<file path="config.mk">
export PLATFORM = sky130hd
export DESIGN_NAME = midpoint_circle_rasterizer_flat
export DESIGN_NICKNAME = d
export VERILOG_FILES = /design/src/hw/rtl/mcr_pkg.sv /design/src/hw/rtl/mcr_if.sv /design/src/hw/rtl/mcr_front.sv /design/src/hw/rtl/mcr_queue.sv /design/src/hw/rtl/mcr_back.sv /design/src/hw/rtl/midpoint_circle_rasterizer.sv /design/src/flat_wrapper.sv
export SDC_FILE = /design/constraint.sdc
export NUM_CORES = 1
export LEC_CHECK = 0
export ABC_AREA = 1
export BUFFER_PORTS_ARGS = -buffer_cell sky130_fd_sc_hd__buf_2
export CAP_MARGIN = 20
export CORE_ASPECT_RATIO = 1.75
export CORE_UTILIZATION = 45
export DETAILED_ROUTE_END_ITERATION = 7
export GPL_TIMING_DRIVEN = 0
export PLACE_DENSITY = 0.76
export SETUP_SLACK_MARGIN = 0.15
export SLEW_MARGIN = 40
export SYNTH_ARGS = -nofsm -noshare
export SYNTH_HDL_FRONTEND = slang
export SYNTH_HIERARCHICAL = 1
export SYNTH_SLANG_ARGS = --single-unit
</file>
<file path="constraint.sdc">
create_clock -name i_clk -period 8.35 [get_ports i_clk]
set_input_delay 0.835 -clock i_clk [delete_from_list [all_inputs] [get_ports i_clk]]
set_output_delay 0.835 -clock i_clk [all_outputs]
set_load 0.01 [all_outputs]
</file>
<file path="src/hw/rtl/mcr_pkg.sv">
// ----------------------------------------------------------------------------
// mcr_pkg
// shared constants, types and register codes of the midpoint circle rasterizer
// ----------------------------------------------------------------------------
package mcr_pkg;

    localparam int COORD_BITS_DEF = 12;
    localparam int QUEUE_DEPTH_DEF = 2;

    localparam int MAX_RADIUS  = 63;
    localparam int MAX_RESULTS = 48;

    localparam int RAD_W   = 6;
    localparam int COL_W   = 4;
    localparam int CEN_W   = 10;
    localparam int POINT_W = 24;
    localparam int AB_W    = 8;
    localparam int D_W     = 10;
    localparam int CNT_W   = 6;
    localparam int CFG_IDX_W = 1;

    // decision rule constants
    localparam int D_BIAS    = 3;
    localparam int STEP_KEEP = 6;
    localparam int STEP_DIAG = 10;

    localparam logic [CEN_W-1:0] CENTER_X_RESET = CEN_W'(300);
    localparam logic [CEN_W-1:0] CENTER_Y_RESET = CEN_W'(200);

    typedef enum logic [CFG_IDX_W-1:0] {
        CFG_CENTER_X = 1'b0,
        CFG_CENTER_Y = 1'b1
    } t_cfg_idx;

    typedef struct packed {
        logic [RAD_W-1:0]        radius;
        logic [COL_W-1:0]        colour;
        logic signed [D_W-1:0]   d_init;
    } t_job;

    typedef enum logic [1:0] {
        ST_IDLE = 2'b01,
        ST_RUN  = 2'b10
    } t_back_state;

endpackage

</file>
<file path="src/hw/rtl/mcr_if.sv">
// ----------------------------------------------------------------------------
// mcr channel interfaces
// request, pixel and configuration channels with valid/ready handshake
// ----------------------------------------------------------------------------
interface mcr_req_if;
    import mcr_pkg::*;

    logic             valid;
    logic             ready;
    logic [RAD_W-1:0] radius;
    logic [COL_W-1:0] pen_colour;

    modport source (output valid, output radius, output pen_colour, input ready);
    modport sink   (input valid, input radius, input pen_colour, output ready);
endinterface

interface mcr_pix_if;
    import mcr_pkg::*;

    logic               valid;
    logic               ready;
    logic [POINT_W-1:0] oct1_point;
    logic [POINT_W-1:0] oct2_point;
    logic [POINT_W-1:0] oct3_point;
    logic [POINT_W-1:0] oct4_point;
    logic [POINT_W-1:0] oct5_point;
    logic [POINT_W-1:0] oct6_point;
    logic [POINT_W-1:0] oct7_point;
    logic [POINT_W-1:0] oct8_point;
    logic [COL_W-1:0]   pixel_colour;
    logic               last_step;

    modport source (
        output valid, output oct1_point, output oct2_point, output oct3_point,
        output oct4_point, output oct5_point, output oct6_point, output oct7_point,
        output oct8_point, output pixel_colour, output last_step, input ready
    );
    modport sink (
        input valid, input oct1_point, input oct2_point, input oct3_point,
        input oct4_point, input oct5_point, input oct6_point, input oct7_point,
        input oct8_point, input pixel_colour, input last_step, output ready
    );
endinterface

interface mcr_cfg_if;
    import mcr_pkg::*;

    logic                 valid;
    logic                 ready;
    logic [CFG_IDX_W-1:0] index;
    logic [CEN_W-1:0]     data;

    modport source (output valid, output index, output data, input ready);
    modport sink   (input valid, input index, input data, output ready);
endinterface

</file>
<file path="src/hw/rtl/mcr_front.sv">
// ----------------------------------------------------------------------------
// mcr_front
// takes circle requests, clamps the radius and forms the starting decision value
// ----------------------------------------------------------------------------
module mcr_front (
    mcr_req_if.sink          i_req,
    output logic             o_job_valid,
    input  logic             i_job_ready,
    output mcr_pkg::t_job    o_job
);
    import mcr_pkg::*;

    logic [RAD_W-1:0]      rad_sat;
    logic signed [D_W-1:0] rad_ext;

    always_comb begin
        if (i_req.radius > RAD_W'(MAX_RADIUS)) begin
            rad_sat = RAD_W'(MAX_RADIUS);
        end else begin
            rad_sat = i_req.radius;
        end
    end

    assign rad_ext = $signed(D_W'(rad_sat));

    // d = 3 - 2r
    assign o_job.radius = rad_sat;
    assign o_job.colour = i_req.pen_colour;
    assign o_job.d_init = D_W'(D_BIAS) - (rad_ext <<< 1);

    assign o_job_valid = i_req.valid;
    assign i_req.ready = i_job_ready;

endmodule

</file>
<file path="src/hw/rtl/mcr_queue.sv">
// ----------------------------------------------------------------------------
// mcr_queue
// short job queue between the request front and the stepping back end
// ----------------------------------------------------------------------------
module mcr_queue #(
    parameter int DEPTH = mcr_pkg::QUEUE_DEPTH_DEF
) (
    input  logic          i_clk,
    input  logic          i_rst_n,
    input  logic          i_push_valid,
    output logic          o_push_ready,
    input  mcr_pkg::t_job i_push_job,
    output logic          o_pop_valid,
    input  logic          i_pop_ready,
    output mcr_pkg::t_job o_pop_job
);
    import mcr_pkg::*;

    localparam int PTR_W = (DEPTH > 1) ? $clog2(DEPTH) : 1;
    localparam int CNT_QW = $clog2(DEPTH + 1);

    t_job              r_mem [DEPTH];
    logic [PTR_W-1:0]  r_wr_ptr, n_wr_ptr;
    logic [PTR_W-1:0]  r_rd_ptr, n_rd_ptr;
    logic [CNT_QW-1:0] r_count, n_count;
    logic              push, pop;

    assign o_push_ready = (r_count != CNT_QW'(DEPTH));
    assign o_pop_valid  = (r_count != '0);
    assign o_pop_job    = r_mem[r_rd_ptr];

    assign push = i_push_valid && o_push_ready;
    assign pop  = o_pop_valid && i_pop_ready;

    always_comb begin
        n_wr_ptr = r_wr_ptr;
        n_rd_ptr = r_rd_ptr;
        n_count  = r_count;
        if (push) begin
            n_wr_ptr = (r_wr_ptr == PTR_W'(DEPTH - 1)) ? '0 : r_wr_ptr + 1'b1;
        end
        if (pop) begin
            n_rd_ptr = (r_rd_ptr == PTR_W'(DEPTH - 1)) ? '0 : r_rd_ptr + 1'b1;
        end
        if (push && !pop) begin
            n_count = r_count + 1'b1;
        end else if (pop && !push) begin
            n_count = r_count - 1'b1;
        end
    end

    always_ff @(posedge i_clk) begin
        if (!i_rst_n) begin
            r_wr_ptr <= '0;
            r_rd_ptr <= '0;
            r_count  <= '0;
        end else begin
            r_wr_ptr <= n_wr_ptr;
            r_rd_ptr <= n_rd_ptr;
            r_count  <= n_count;
        end
    end

    always_ff @(posedge i_clk) begin
        if (push) begin
            r_mem[r_wr_ptr] <= i_push_job;
        end
    end

endmodule

</file>
<file path="src/hw/rtl/mcr_back.sv">
// ----------------------------------------------------------------------------
// mcr_back
// octant stepper: one decision step per word, eight mirrored pixels registered
// ----------------------------------------------------------------------------
module mcr_back #(
    parameter int COORD_BITS = mcr_pkg::COORD_BITS_DEF
) (
    input  logic                       i_clk,
    input  logic                       i_rst_n,
    input  logic                       i_job_valid,
    output logic                       o_job_ready,
    input  mcr_pkg::t_job              i_job,
    input  logic [mcr_pkg::CEN_W-1:0]  i_center_x,
    input  logic [mcr_pkg::CEN_W-1:0]  i_center_y,
    mcr_pix_if.source                  o_pix
);
    import mcr_pkg::*;

    t_back_state            r_state, n_state;
    logic signed [AB_W-1:0] r_a, r_b;
    logic signed [D_W-1:0]  r_d;
    logic [CNT_W-1:0]       r_cnt;
    logic [COL_W-1:0]       r_colour;

    logic                   r_out_valid;
    logic [POINT_W-1:0]     r_oct [8];
    logic [COL_W-1:0]       r_out_colour;
    logic                   r_out_last;

    logic                   emit_go;
    logic [CNT_W-1:0]       cnt_next;
    logic                   last;
    logic signed [D_W-1:0]  a_d, b_d;

    logic [COORD_BITS-1:0]  cx, cy, a_c, b_c;
    logic [POINT_W-1:0]     pts [8];

    function automatic logic [POINT_W-1:0] pack_point(
        input logic [COORD_BITS-1:0] px,
        input logic [COORD_BITS-1:0] py
    );
        logic [2*COORD_BITS-1:0] both;
        logic [31:0]             wide;
        both = {py, px};
        wide = 32'(both);
        return wide[POINT_W-1:0];
    endfunction

    assign o_job_ready = (r_state == ST_IDLE);
    assign emit_go     = (r_state == ST_RUN) && (!r_out_valid || o_pix.ready);
    assign cnt_next    = r_cnt + 1'b1;
    // walk ends once the octant is crossed or the word budget is used up
    assign last        = !((r_a <= r_b) && (cnt_next < CNT_W'(MAX_RESULTS)));

    assign a_d = D_W'(r_a);
    assign b_d = D_W'(r_b);

    assign cx  = COORD_BITS'(i_center_x);
    assign cy  = COORD_BITS'(i_center_y);
    assign a_c = COORD_BITS'(r_a);
    assign b_c = COORD_BITS'(r_b);

    assign pts[0] = pack_point(cx + a_c, cy + b_c);
    assign pts[1] = pack_point(cx + b_c, cy + a_c);
    assign pts[2] = pack_point(cx - b_c, cy + a_c);
    assign pts[3] = pack_point(cx + a_c, cy - b_c);
    assign pts[4] = pack_point(cx - a_c, cy - b_c);
    assign pts[5] = pack_point(cx - b_c, cy - a_c);
    assign pts[6] = pack_point(cx + b_c, cy - a_c);
    assign pts[7] = pack_point(cx - a_c, cy + b_c);

    always_comb begin
        n_state = r_state;
        unique case (r_state)
            ST_IDLE: begin
                if (i_job_valid) begin
                    n_state = ST_RUN;
                end
            end
            ST_RUN: begin
                if (emit_go && last) begin
                    n_state = ST_IDLE;
                end
            end
            default: n_state = ST_IDLE;
        endcase
    end

    always_ff @(posedge i_clk) begin
        if (!i_rst_n) begin
            r_state     <= ST_IDLE;
            r_out_valid <= 1'b0;
        end else begin
            r_state <= n_state;
            if (emit_go) begin
                r_out_valid <= 1'b1;
            end else if (o_pix.ready) begin
                r_out_valid <= 1'b0;
            end
        end
    end

    // walk registers
    always_ff @(posedge i_clk) begin
        if ((r_state == ST_IDLE) && i_job_valid) begin
            r_a      <= '0;
            r_b      <= AB_W'(i_job.radius);
            r_d      <= i_job.d_init;
            r_cnt    <= '0;
            r_colour <= i_job.colour;
        end else if (emit_go && !last) begin
            r_cnt <= cnt_next;
            r_a   <= r_a + 1'b1;
            if (r_d <= 0) begin
                r_d <= r_d + (a_d <<< 2) + D_W'(STEP_KEEP);
            end else begin
                r_d <= r_d + ((a_d - b_d) <<< 2) + D_W'(STEP_DIAG);
                r_b <= r_b - 1'b1;
            end
        end
    end

    always_ff @(posedge i_clk) begin
        if (emit_go) begin
            r_oct        <= pts;
            r_out_colour <= r_colour;
            r_out_last   <= last;
        end
    end

    assign o_pix.valid        = r_out_valid;
    assign o_pix.oct1_point   = r_oct[0];
    assign o_pix.oct2_point   = r_oct[1];
    assign o_pix.oct3_point   = r_oct[2];
    assign o_pix.oct4_point   = r_oct[3];
    assign o_pix.oct5_point   = r_oct[4];
    assign o_pix.oct6_point   = r_oct[5];
    assign o_pix.oct7_point   = r_oct[6];
    assign o_pix.oct8_point   = r_oct[7];
    assign o_pix.pixel_colour = r_out_colour;
    assign o_pix.last_step    = r_out_last;

endmodule

</file>
<file path="src/hw/rtl/midpoint_circle_rasterizer.sv">
// ----------------------------------------------------------------------------
// midpoint_circle_rasterizer
// midpoint circle walk emitting eight octant-mirrored pixels per word
// ----------------------------------------------------------------------------
//  channel  dir  handshake      word
//  i_req    in   valid/ready    radius, pen_colour
//  o_pix    out  valid/ready    oct1..oct8 points, pixel_colour, last_step
//  i_cfg    in   valid/ready    index, data (centre x / centre y)
//
//  a circle of radius r gives about r/sqrt(2)+2 words, at most 48, one per cycle
//  from the stepper; the stepper takes a new circle the cycle after its last word
//  the request queue holds QUEUE_DEPTH circles so requests are taken while a walk runs
//  reset is synchronous, active low; the centre returns to (300, 200)
//  a stall on o_pix holds the stepper, the queue keeps taking requests until full
//  i_cfg is always ready
// ----------------------------------------------------------------------------
module midpoint_circle_rasterizer #(
    parameter int COORD_BITS  = mcr_pkg::COORD_BITS_DEF,
    parameter int QUEUE_DEPTH = mcr_pkg::QUEUE_DEPTH_DEF
) (
    input  logic       i_clk,
    input  logic       i_rst_n,
    mcr_req_if.sink    i_req,
    mcr_pix_if.source  o_pix,
    mcr_cfg_if.sink    i_cfg
);
    import mcr_pkg::*;

    logic             push_valid, push_ready;
    t_job             push_job;
    logic             pop_valid, pop_ready;
    t_job             pop_job;
    logic [CEN_W-1:0] r_center_x, r_center_y;

    assign i_cfg.ready = 1'b1;

    always_ff @(posedge i_clk) begin
        if (!i_rst_n) begin
            r_center_x <= CENTER_X_RESET;
            r_center_y <= CENTER_Y_RESET;
        end else if (i_cfg.valid) begin
            unique case (t_cfg_idx'(i_cfg.index))
                CFG_CENTER_X: r_center_x <= i_cfg.data;
                CFG_CENTER_Y: r_center_y <= i_cfg.data;
                default: ;
            endcase
        end
    end

    mcr_front u_front (
        .i_req       (i_req),
        .o_job_valid (push_valid),
        .i_job_ready (push_ready),
        .o_job       (push_job)
    );

    mcr_queue #(
        .DEPTH (QUEUE_DEPTH)
    ) u_queue (
        .i_clk        (i_clk),
        .i_rst_n      (i_rst_n),
        .i_push_valid (push_valid),
        .o_push_ready (push_ready),
        .i_push_job   (push_job),
        .o_pop_valid  (pop_valid),
        .i_pop_ready  (pop_ready),
        .o_pop_job    (pop_job)
    );

    mcr_back #(
        .COORD_BITS (COORD_BITS)
    ) u_back (
        .i_clk       (i_clk),
        .i_rst_n     (i_rst_n),
        .i_job_valid (pop_valid),
        .o_job_ready (pop_ready),
        .i_job       (pop_job),
        .i_center_x  (r_center_x),
        .i_center_y  (r_center_y),
        .o_pix       (o_pix)
    );

endmodule

</file>
<file path="src/flat_wrapper.sv">
// flat-port wrapper written by rule: the top's interface ports become plain ports
module midpoint_circle_rasterizer_flat import mcr_pkg::*;
#(
    parameter int COORD_BITS  = mcr_pkg::COORD_BITS_DEF,
    parameter int QUEUE_DEPTH = mcr_pkg::QUEUE_DEPTH_DEF
)
  (i_clk, i_rst_n, i_req_valid, i_req_radius, i_req_pen_colour, i_req_ready, o_pix_valid, o_pix_oct1_point, o_pix_oct2_point, o_pix_oct3_point, o_pix_oct4_point, o_pix_oct5_point, o_pix_oct6_point, o_pix_oct7_point, o_pix_oct8_point, o_pix_pixel_colour, o_pix_last_step, o_pix_ready, i_cfg_valid, i_cfg_index, i_cfg_data, i_cfg_ready);
  mcr_req_if i_req_i ();
  mcr_pix_if o_pix_i ();
  mcr_cfg_if i_cfg_i ();
  input  logic i_clk;
  input  logic i_rst_n;
  input wire logic [$bits(i_req_i.valid)-1:0] i_req_valid;
  input wire logic [$bits(i_req_i.radius)-1:0] i_req_radius;
  input wire logic [$bits(i_req_i.pen_colour)-1:0] i_req_pen_colour;
  output wire logic [$bits(i_req_i.ready)-1:0] i_req_ready;
  output wire logic [$bits(o_pix_i.valid)-1:0] o_pix_valid;
  output wire logic [$bits(o_pix_i.oct1_point)-1:0] o_pix_oct1_point;
  output wire logic [$bits(o_pix_i.oct2_point)-1:0] o_pix_oct2_point;
  output wire logic [$bits(o_pix_i.oct3_point)-1:0] o_pix_oct3_point;
  output wire logic [$bits(o_pix_i.oct4_point)-1:0] o_pix_oct4_point;
  output wire logic [$bits(o_pix_i.oct5_point)-1:0] o_pix_oct5_point;
  output wire logic [$bits(o_pix_i.oct6_point)-1:0] o_pix_oct6_point;
  output wire logic [$bits(o_pix_i.oct7_point)-1:0] o_pix_oct7_point;
  output wire logic [$bits(o_pix_i.oct8_point)-1:0] o_pix_oct8_point;
  output wire logic [$bits(o_pix_i.pixel_colour)-1:0] o_pix_pixel_colour;
  output wire logic [$bits(o_pix_i.last_step)-1:0] o_pix_last_step;
  input wire logic [$bits(o_pix_i.ready)-1:0] o_pix_ready;
  input wire logic [$bits(i_cfg_i.valid)-1:0] i_cfg_valid;
  input wire logic [$bits(i_cfg_i.index)-1:0] i_cfg_index;
  input wire logic [$bits(i_cfg_i.data)-1:0] i_cfg_data;
  output wire logic [$bits(i_cfg_i.ready)-1:0] i_cfg_ready;
  assign i_req_i.valid = i_req_valid;
  assign i_req_i.radius = i_req_radius;
  assign i_req_i.pen_colour = i_req_pen_colour;
  assign i_req_ready = i_req_i.ready;
  assign o_pix_valid = o_pix_i.valid;
  assign o_pix_oct1_point = o_pix_i.oct1_point;
  assign o_pix_oct2_point = o_pix_i.oct2_point;
  assign o_pix_oct3_point = o_pix_i.oct3_point;
  assign o_pix_oct4_point = o_pix_i.oct4_point;
  assign o_pix_oct5_point = o_pix_i.oct5_point;
  assign o_pix_oct6_point = o_pix_i.oct6_point;
  assign o_pix_oct7_point = o_pix_i.oct7_point;
  assign o_pix_oct8_point = o_pix_i.oct8_point;
  assign o_pix_pixel_colour = o_pix_i.pixel_colour;
  assign o_pix_last_step = o_pix_i.last_step;
  assign o_pix_i.ready = o_pix_ready;
  assign i_cfg_i.valid = i_cfg_valid;
  assign i_cfg_i.index = i_cfg_index;
  assign i_cfg_i.data = i_cfg_data;
  assign i_cfg_ready = i_cfg_i.ready;
  midpoint_circle_rasterizer #(.COORD_BITS(COORD_BITS), .QUEUE_DEPTH(QUEUE_DEPTH)) u_core (.i_clk(i_clk), .i_rst_n(i_rst_n), .i_req(i_req_i), .o_pix(o_pix_i), .i_cfg(i_cfg_i));
endmodule
</file>
==> flow_summary.ini, run 1 <==
[status]
status = finished, final reports clean

[power]
power.density_nw_per_um2 = 285
irDropWorstVdd_mv = 0.255
leakage_nw = 7.34

[timing]
finalMaxSlewViolations = 0
setup-violations-final = 0
max_freq_mhz = 249
hold_viol = 0
period_needed_ps = 4010
finalClockSkew_ps = 20.2
whs_ps = 420
rsz0062_at_grt = no
timing.slew.headroom = 0.525
tightest_slew_ps = 707
finalCritPeriodShare = 0.480

[critical_path]
critical_path_class = reg -> reg
crit_required_ps = 8500
end_kind = flip-flop
worst-path-max-fanout = 13
arrival_ps = 4160
setup.worst_path.start_class = flip-flop

[yosys]
yosysMostFrequentCell = nand2_1
ys_types = 45
avgSynthCellArea_um2 = 9.35
yosys-top-cells-count = nand2_1, inv_1, edfxtp_1
ys.flop_type = edfxtp_1
yosysTopAreaCellShare = 0.355
synth_edf_count = 157
yosysWarnings = 6
syn_nets = 1588
syn_area_um2 = 13300
async_flop_share = 0
synthCells = 1422
synthTopCellsByArea = edfxtp_1, ha_1, dfxtp_1
ys_seq_area_frac = 0.421
synth_area_leader_cell = edfxtp_1
synth_seq_cells = 201

[cts]
cts_buffers = 20
cts.sinks = 201
post_cts_resized = 0
worstSkewPairLatency_ps = 530
clk_path_buf_depth = 3
cts_tree = yes
cts_root_buffer = clkbuf_16
cts.htree.levels = 1
path_clk_slew_ps = 60
post_cts_buffers = 0
postCtsHoldBufs = 0

[global_routing]
grt_pass1_wl_um = 51600
antenna_found_initial = 0
grt_usage = 0.218
first_global_vias = 10100
grt_max_degree = 23
grt.overflow.total = 0

[die]
die_h_um = 229
io_pins = 226
rows = 82
core_um2 = 28800
start_util = 0.461
die_w_um = 132
dieArea_um2 = 30300

[detailed_routing]
vias_per_cell = 5.02
drtIter0Drc = 554
drt_first_pass_iters = 5
vias = 10300
drtAntennaViolNets = 0
route.detailed.drc = 0
wirelength_um = 33400
drt-wirelength-per-cell_um = 16.2

[finish]
syn_to_final_growth_pct = 17.9
multi_input_area_um2 = 6070
n_antenna_cell = 0
nets = 1836
regArea_um2 = 5600
final_util = 0.544
fillCellCount = 2610
drive_above_1_share = 0.254

[place]
hpwl_um = 27200
buffer_ports.inserted = 219
gp_congestion = 0.929

[run]
drv_cap = 0

[hold_path]
hold_path.class = reg -> reg
-- registers in the layout, summed over array words and instances (netlist names), 4 cells and up, named ones only --
name and flops:
u_core/r_center_y 10, u_core/u_back/o_pix.oct3_point 11, u_core/u_back/r_d 10, u_core/u_back/o_pix.oct6_point 12, u_core/u_back/o_pix.oct5_point 12, u_core/u_back/r_cnt 6, u_core/u_back/r_b 8, u_core/u_back/o_pix.oct4_point 11
u_core/r_center_x 10, u_core/u_back/r_a 8, u_core/u_back/o_pix.oct2_point 23, u_core/u_queue/r_mem 40, u_core/u_back/o_pix.pixel_colour 4, u_core/u_back/o_pix.oct1_point 23, u_core/u_back/r_colour 4
-- worst paths after layout --
check,startpoint,endpoint,slack (ps),depth (start not counted)
hold reg to reg,u_core/u_back/r_colour[0],u_core/u_back/o_pix.pixel_colour[0],420,0
setup reg to reg,u_core/u_back/r_b[7],u_core/u_back/r_d[6],4340,10
hold / removal,u_core/u_back/r_colour[0],u_core/u_back/o_pix.pixel_colour[0],420,0
setup / recovery,u_core/u_back/r_b[7],u_core/u_back/r_d[6],4340,10
-- power by group --
part           switching, mW  internal (mW)  total (mW)
combinational           1.29          0.801        2.09
clock                  0.399          0.510       0.909
sequential             0.124           1.35        1.47
total                   1.81           2.66        4.48
-- area by class of cell --
| cell class | count | area share |
|---|---|---|
| tap | 378 | 0.0302 |
| clock buffer | 22 | 0.0324 |
| timing repair buffer | 226 | 0.0782 |
| multi-input combinational | 905 | 0.387 |
| clock inverter | 14 | 0.00958 |
| buffer | 142 | 0.0640 |
| sequential | 201 | 0.357 |
| inverter | 174 | 0.0417 |
-- metal layers --
layer | global-route usage | wire length (um) | vias to the layer above
li1 | - | - | 5130
met1 | 0.215 | 11900 | 4839
met2 | 0.432 | 18400 | 292
met4 | 0.129 | 1830 | 0
met3 | 0.0217 | 1260 | 85
met5 | 0 | 0 | -
-- worst max-delay path: stages, from the launching register on --
cell,delay [ps]
dfxtp_1,530
clkbuf_1,470
clkinv_1,670
ha_1,610
nand2_1,90
nor2_1,160
nand4_1,170
nand3_2,170
nand3_4,160
buf_6,200
nand2_1,390
-- per-stage QoR --
step                setup slack, ps  total power, mW  TNS [ps]  std cells  area (um^2)
finish                         4340             4.48         0       2062        15700
global route                   4140             4.80         0       2062        15700
CTS                            4330             4.50         0       2062        15700
detailed placement             4330             3.58         0       2026        15000
global placement               -497             3.53     -5140       2019        14900
floorplan                      1930             2.97         0       1422        13300
-- placed cells by master (no fill, tap or decap), drive strengths merged --
cell      count
a21o          2
a21oi        92
a221oi        8
a31oi        10
and2          3
buf         353
bufinv        2
clkbuf       37
clkinv       16
clkinvlp      3
conb          2
dfxtp        44
edfxtp      157
fa           11
ha          129
inv         167
mux2         20
nand2       219
nand3        79
nand3b        2
nand4        17
nor2        106
nor3         26
nor4          5
o211ai        1
o21a          1
o21ai        41
o21bai       15
o221ai        1
o22ai         1
o31ai        10
or2           3
xnor2         7
xor2         94
-- kinds of logic (layout without fill, tap and decap cells) --
group,after synthesis,after routing,share of synthesized area
buffers and inverters,316,578,0.125
other,2,2,0.000565
multiplexers,20,20,0.0226
XOR/XNOR,101,101,0.0665
adder cells (fa/ha/maj),140,140,0.138
AND/OR/NAND/NOR,460,460,0.149
AO/OA/AOI/OAI,182,182,0.0781
flip-flops,201,201,0.421
(Power assumes the default switching activity.)
==> inputs of run 2 (changes only) <==
Settings changed: PLACE_DENSITY 0.76 to 0.79.
Clock period 8.35 ns to 3.5 ns, I/O delays scaled along.
==> run 2 against run 1 <==
  * Design area rose by 0.84%
  * Wire length down 0.62%
  * Die area unchanged
  * Fmax up 24%
  * Critical endpoint is now u_core/u_back/r_d[9]
==> flow_summary.ini, run 2 (synthesis gave the netlist of run 1 again) <==
[timing]
finalWorstSetupSlack_ps = 274
tightest_slew_ps = 724
timing.slew.headroom = 0.513
period_needed_ps = 3230
finalCritPeriodShare = 0.922
finalClockSkew_ps = 21.6
hold_viol = 0
max_freq_mhz = 310
finalMaxSlewViolations = 0
rsz0062_at_grt = yes
setup-violations-final = 0

[critical_path]
crit_required_ps = 3770
arrival_ps = 3490
r2r_setup_slack_ps = 270
critical_path_class = reg -> reg
end_kind = flip-flop
worst-path-max-fanout = 7
crit_start = u_core/u_back/r_a[0]
r2r-start = u_core/u_back/r_a[0]
setup.worst_path.start_class = flip-flop

[die]
io_pins = 226
die_w_um = 132
dieArea_um2 = 30300
core_um2 = 28800
rows = 82
start_util = 0.461
die_h_um = 229

[finish]
n_antenna_cell = 0
drive_above_1_share = 0.264
nets = 1847
final_util = 0.548
multi_input_area_um2 = 6110
largest_reg_flops = 40
fillCellCount = 2561
syn_to_final_growth_pct = 18.9
regArea_um2 = 5600
largest-register = u_core/u_queue/r_mem
layout_common_cells = buf_2, nand2_1, inv_1, edfxtp_1, ha_1
final_common_cell = buf_2

[global_routing]
antenna_found_initial = 0
grt.overflow.total = 0
first_global_vias = 10300
grt_usage = 0.216
grt_max_degree = 25
grt_pass1_wl_um = 51600

[detailed_routing]
drtAntennaViolNets = 0
vias_per_cell = 5.06
wirelength_um = 33100
drtIter0Drc = 643
route.detailed.drc = 0
vias = 10500
drt-wirelength-per-cell_um = 16.0
drt_first_pass_iters = 6

[cts]
worstSkewPairLatency_ps = 520
cts_tree = yes
cts.sinks = 201
path_clk_slew_ps = 70
cts.htree.levels = 1
cts_root_buffer = clkbuf_16
cts_buffers = 20
clk_path_buf_depth = 3

[place]
hpwl_um = 26600
dp_slack_ps = -513
buffer_ports.inserted = 219
gp_congestion = 0.926

[run]
drv_cap = 0

[hold_path]
hp-start = i_cfg_data[7]
hold_path.class = in -> reg

[power]
leakage_nw = 7.39
irDropWorstVdd_mv = 0.505
power.density_nw_per_um2 = 688

[status]
status = finished, final reports clean
run 2: changes by cell type in the layout (fill, tap and decap cells not counted), moves of 3 or more:
cell / previous run / this run
buf_4: 111 / 119
dlygate4sd3_1: 0 / 4
inv_1: 161 / 157
clkinv_2: 2 / 5
ha_1: 129 / 126
ha_4: 0 / 3
inv_2: 4 / 7
run 2: power by group:
part	total, mW	switching, mW	leakage [nW]	internal [mW]
clock network	2.07	0.925	0.312	1.14
logic	5.31	3.21	5.28	2.10
registers	3.50	0.280	1.80	3.22
run 2: repair_timing:
| action | CTS | global route |
|---|---|---|
| setup buffers | 3 | 5 |
| setup endpoints to repair | 49 | 18 |
| hold endpoints to repair | 8 | 0 |
| hold buffers | 4 | 0 |
| resized for setup | 6 | 9 |
| pin swaps | 0 | 1 |
run 2: area by class of cell:
type                    instances  area share
inverters                     174      0.0419
multi-input cells             905       0.387
flip-flops and latches        201       0.354
clock inverters                15     0.00831
well taps                     378      0.0299
repair buffers                237      0.0837
plain buffers                 142      0.0636
clock buffers                  21      0.0319
run 2: worst paths after layout:
| path | cells past startpoint | endpoint |
|---|---|---|
| worst min register to register | 0 | u_core/u_back/o_pix.pixel_colour[1] |
| worst max-delay path | 17 | u_core/u_back/r_d[9] |
| worst min-delay path | 3 | u_core/r_center_y[7] |
| worst max register to register | 17 | u_core/u_back/r_d[9] |
run 2: worst max-delay path, cell delays in order, from the launching register on:
cell      delay, ps
dfxtp_2         380
inv_2           150
ha_1            160
inv_1            50
fa_1            390
nand3_1         110
nand2_1         100
a31oi_1         170
xor2_1          190
ha_1            290
ha_4            270
a21oi_1         130
o211ai_1        150
buf_4           170
nand3_1          60
nand3_1          70
nand2_1          90
nand2_1          40
run 2: stage by stage:
stage / instance area (um^2) / std cells / power, mW / setup TNS (ps) / hold slack, ps
final: 15800 / 2073 / 10.9 / 0 / 67.9
after global routing: 15800 / 2073 / 11.7 / 0 / 78.7
after CTS: 15700 / 2068 / 10.7 / 0 / 52.3
after detailed placement: 15000 / 2025 / 8.53 / -8380 / 405
after global placement: 14900 / 2019 / 8.36 / -8280 / 401
after floorplan: 13300 / 1422 / 7.07 / 0 / 400
run 2: layer usage:
| metal | routed length, um | track usage |
|---|---|---|
| met3 | 1490 | 0.0199 |
| met2 | 17900 | 0.416 |
| met4 | 2030 | 0.136 |
| met1 | 11800 | 0.220 |
| met5 | 0 | 0 |
==> inputs of run 3 (changes only) <==
Settings changed: CELL_PAD_IN_SITES_DETAIL_PLACEMENT from default to 1, CELL_PAD_IN_SITES_GLOBAL_PLACEMENT from default to 1, CORE_UTILIZATION 45 to 35, PLACE_DENSITY 0.79 to 0.8.
==> run 3 against run 2 <==
  * Fmax is 1.3% higher
  * Clock-buffer cell count is 4 higher
  * Die area is 28% higher
  * Utilization is 12 points lower
  * Final cell count is 5.3% higher
  * Clock skew is 4.4 ps higher
  * Sequential power hardly changed
  * Combinational power is 2% higher
  * Flip-flop and latch count stayed put
  * Critical endpoint is now u_core/u_back/o_pix.oct5_point[11]
  * Largest cell class unchanged
  * Highest routed layer is now met5
==> flow_summary.ini, run 3 (synthesis gave the netlist of run 1 again) <==
[status]
status = finished, final reports clean

[timing]
tightest_slew_ps = 743
finalClockSkew_ps = 26.0
timing.slew.headroom = 0.500
hold_viol = 0
finalWorstSetupSlack_ps = 315
finalMaxSlewViolations = 0
finalCritPeriodShare = 0.910
max_freq_mhz = 314
fin_tns_setup_ps = 0
rsz0062_at_grt = no
setup-violations-final = 0
period_needed_ps = 3180

[finish]
syn_to_final_growth_pct = 19.9
final_area_um2 = 15900
final_cells = 2183
final_common_cell = buf_2
layout_common_cells = buf_2, nand2_1, edfxtp_1
largest_reg_flops = 40
largest-register = u_core/u_queue/r_mem
drive_above_1_share = 0.271
nets = 1854

[detailed_routing]
drt-met1-wl_um = 13400
drtAntennaViolNets = 0
vias = 10600
route.detailed.drc = 0
drt_first_pass_iters = 4
maxUsedRoutingLayer = met5
vias_per_cell = 4.85
wl_met3_um = 1210
drt-wirelength-per-cell_um = 17.7
wirelength_um = 38700
wl_met2_um = 21700
drtIter0Drc = 400

[critical_path]
setup.worst_path.start_class = flip-flop
crit_required_ps = 3750
critical_path_class = reg -> reg
r2r-start = u_core/u_back/r_a[7]
arrival_ps = 3440
worst-path-max-fanout = 12
crit_start = u_core/u_back/r_a[7]
end_kind = flip-flop

[global_routing]
grt_max_degree = 25
grt.overflow.total = 0
antenna_found_initial = 2
first_global_vias = 11100
grt_pass1_wl_um = 59300
grt_usage = 0.198

[cts]
path_clk_slew_ps = 70
worstSkewPairLatency_ps = 530
cts_tree = yes
clk_path_buf_depth = 3
cts_root_buffer = clkbuf_16
cts_buffers = 20
cts.htree.levels = 1
cts.sinks = 201

[power]
irDropWorstVdd_mv = 0.332
power.density_nw_per_um2 = 685
totalPowerFinal_mw = 10.9
leakage_nw = 7.40

[die]
start_util = 0.354
core_um2 = 37500
die_w_um = 149
dieArea_um2 = 38800
die_h_um = 260
io_pins = 226
rows = 94

[hold_path]
hold_path.class = in -> reg
hp-start = i_cfg_data[3]

[place]
dp_slack_ps = -649
buffer_ports.inserted = 219
placed_area_um2 = 15100
hpwl_um = 31700
gp_congestion = 0.888
placed_cells = 2128

[run]
drv_cap = 0
run 3: changes by cell type in the layout (fill, tap and decap cells not counted), sizes merged:
cell | previous run | this run
inv | 166 | 165
clkinvlp | 1 | 2
buf | 360 | 367
clkinv | 21 | 18
diode | 0 | 1
bufinv | 1 | 0
clkbuf | 36 | 40
run 3: critical path, cell delays in order (launching register included):
cell and delay [ps]:
dfxtp_1 650, buf_2 420, clkinv_2 330, ha_1 500
inv_1 180, nor3_1 250, nand3_1 170, nand4_1 180
a21oi_1 90, xor2_1 140
run 3: area by class of cell:
class                           instances  area [um^2]
Clock buffer                           25          519
Multi-Input combinational cell        905         6100
Inverter                              174          664
Timing Repair Buffer                  244         1370
Clock inverter                         11         71.3
Fill cell                            4369        21600
Antenna cell                            1         2.50
Sequential cell                       201         5600
Tap cell                              480          601
Buffer                                142         1000
run 3: final timing paths:
path,end,slack (ps),cells past startpoint
worst max-delay path,u_core/u_back/o_pix.oct5_point[11],320,9
worst min-delay path,u_core/r_center_y[3],50,3
worst max register to register,u_core/u_back/o_pix.oct5_point[11],320,9
worst min register to register,u_core/u_back/o_pix.pixel_colour[2],420,0
run 3: where the power goes:
group	internal, mW	switching, mW
combinational	2.08	3.32
sequential	3.22	0.292
clock	1.06	0.936
total	6.37	4.55
run 3: timing repair:
item | 4_1_cts | 5_1_grt
buffers inserted | 3 | 11
pin swaps | 0 | 5
gates resized for setup | 7 | 17
endpoints found under the hold margin | 8 | 0
setup endpoints to repair | 59 | 13
hold buffers | 4 | 0
run 3: stage by stage:
| step | util | hold slack (ps) |
|---|---|---|
| floorplan | - | 400 |
| global placement | 0.400 | 402 |
| detailed placement | 0.404 | 406 |
| CTS | 0.421 | 31.0 |
| global route | 0.425 | 60.3 |
| finish | 0.425 | 53.7 |
run 3: routing by layer:
metal,up-vias,track usage
met5,-,0
met4,4,0.121
met3,103,0.0191
met2,247,0.391
met1,5070,0.193
li1,5160,-
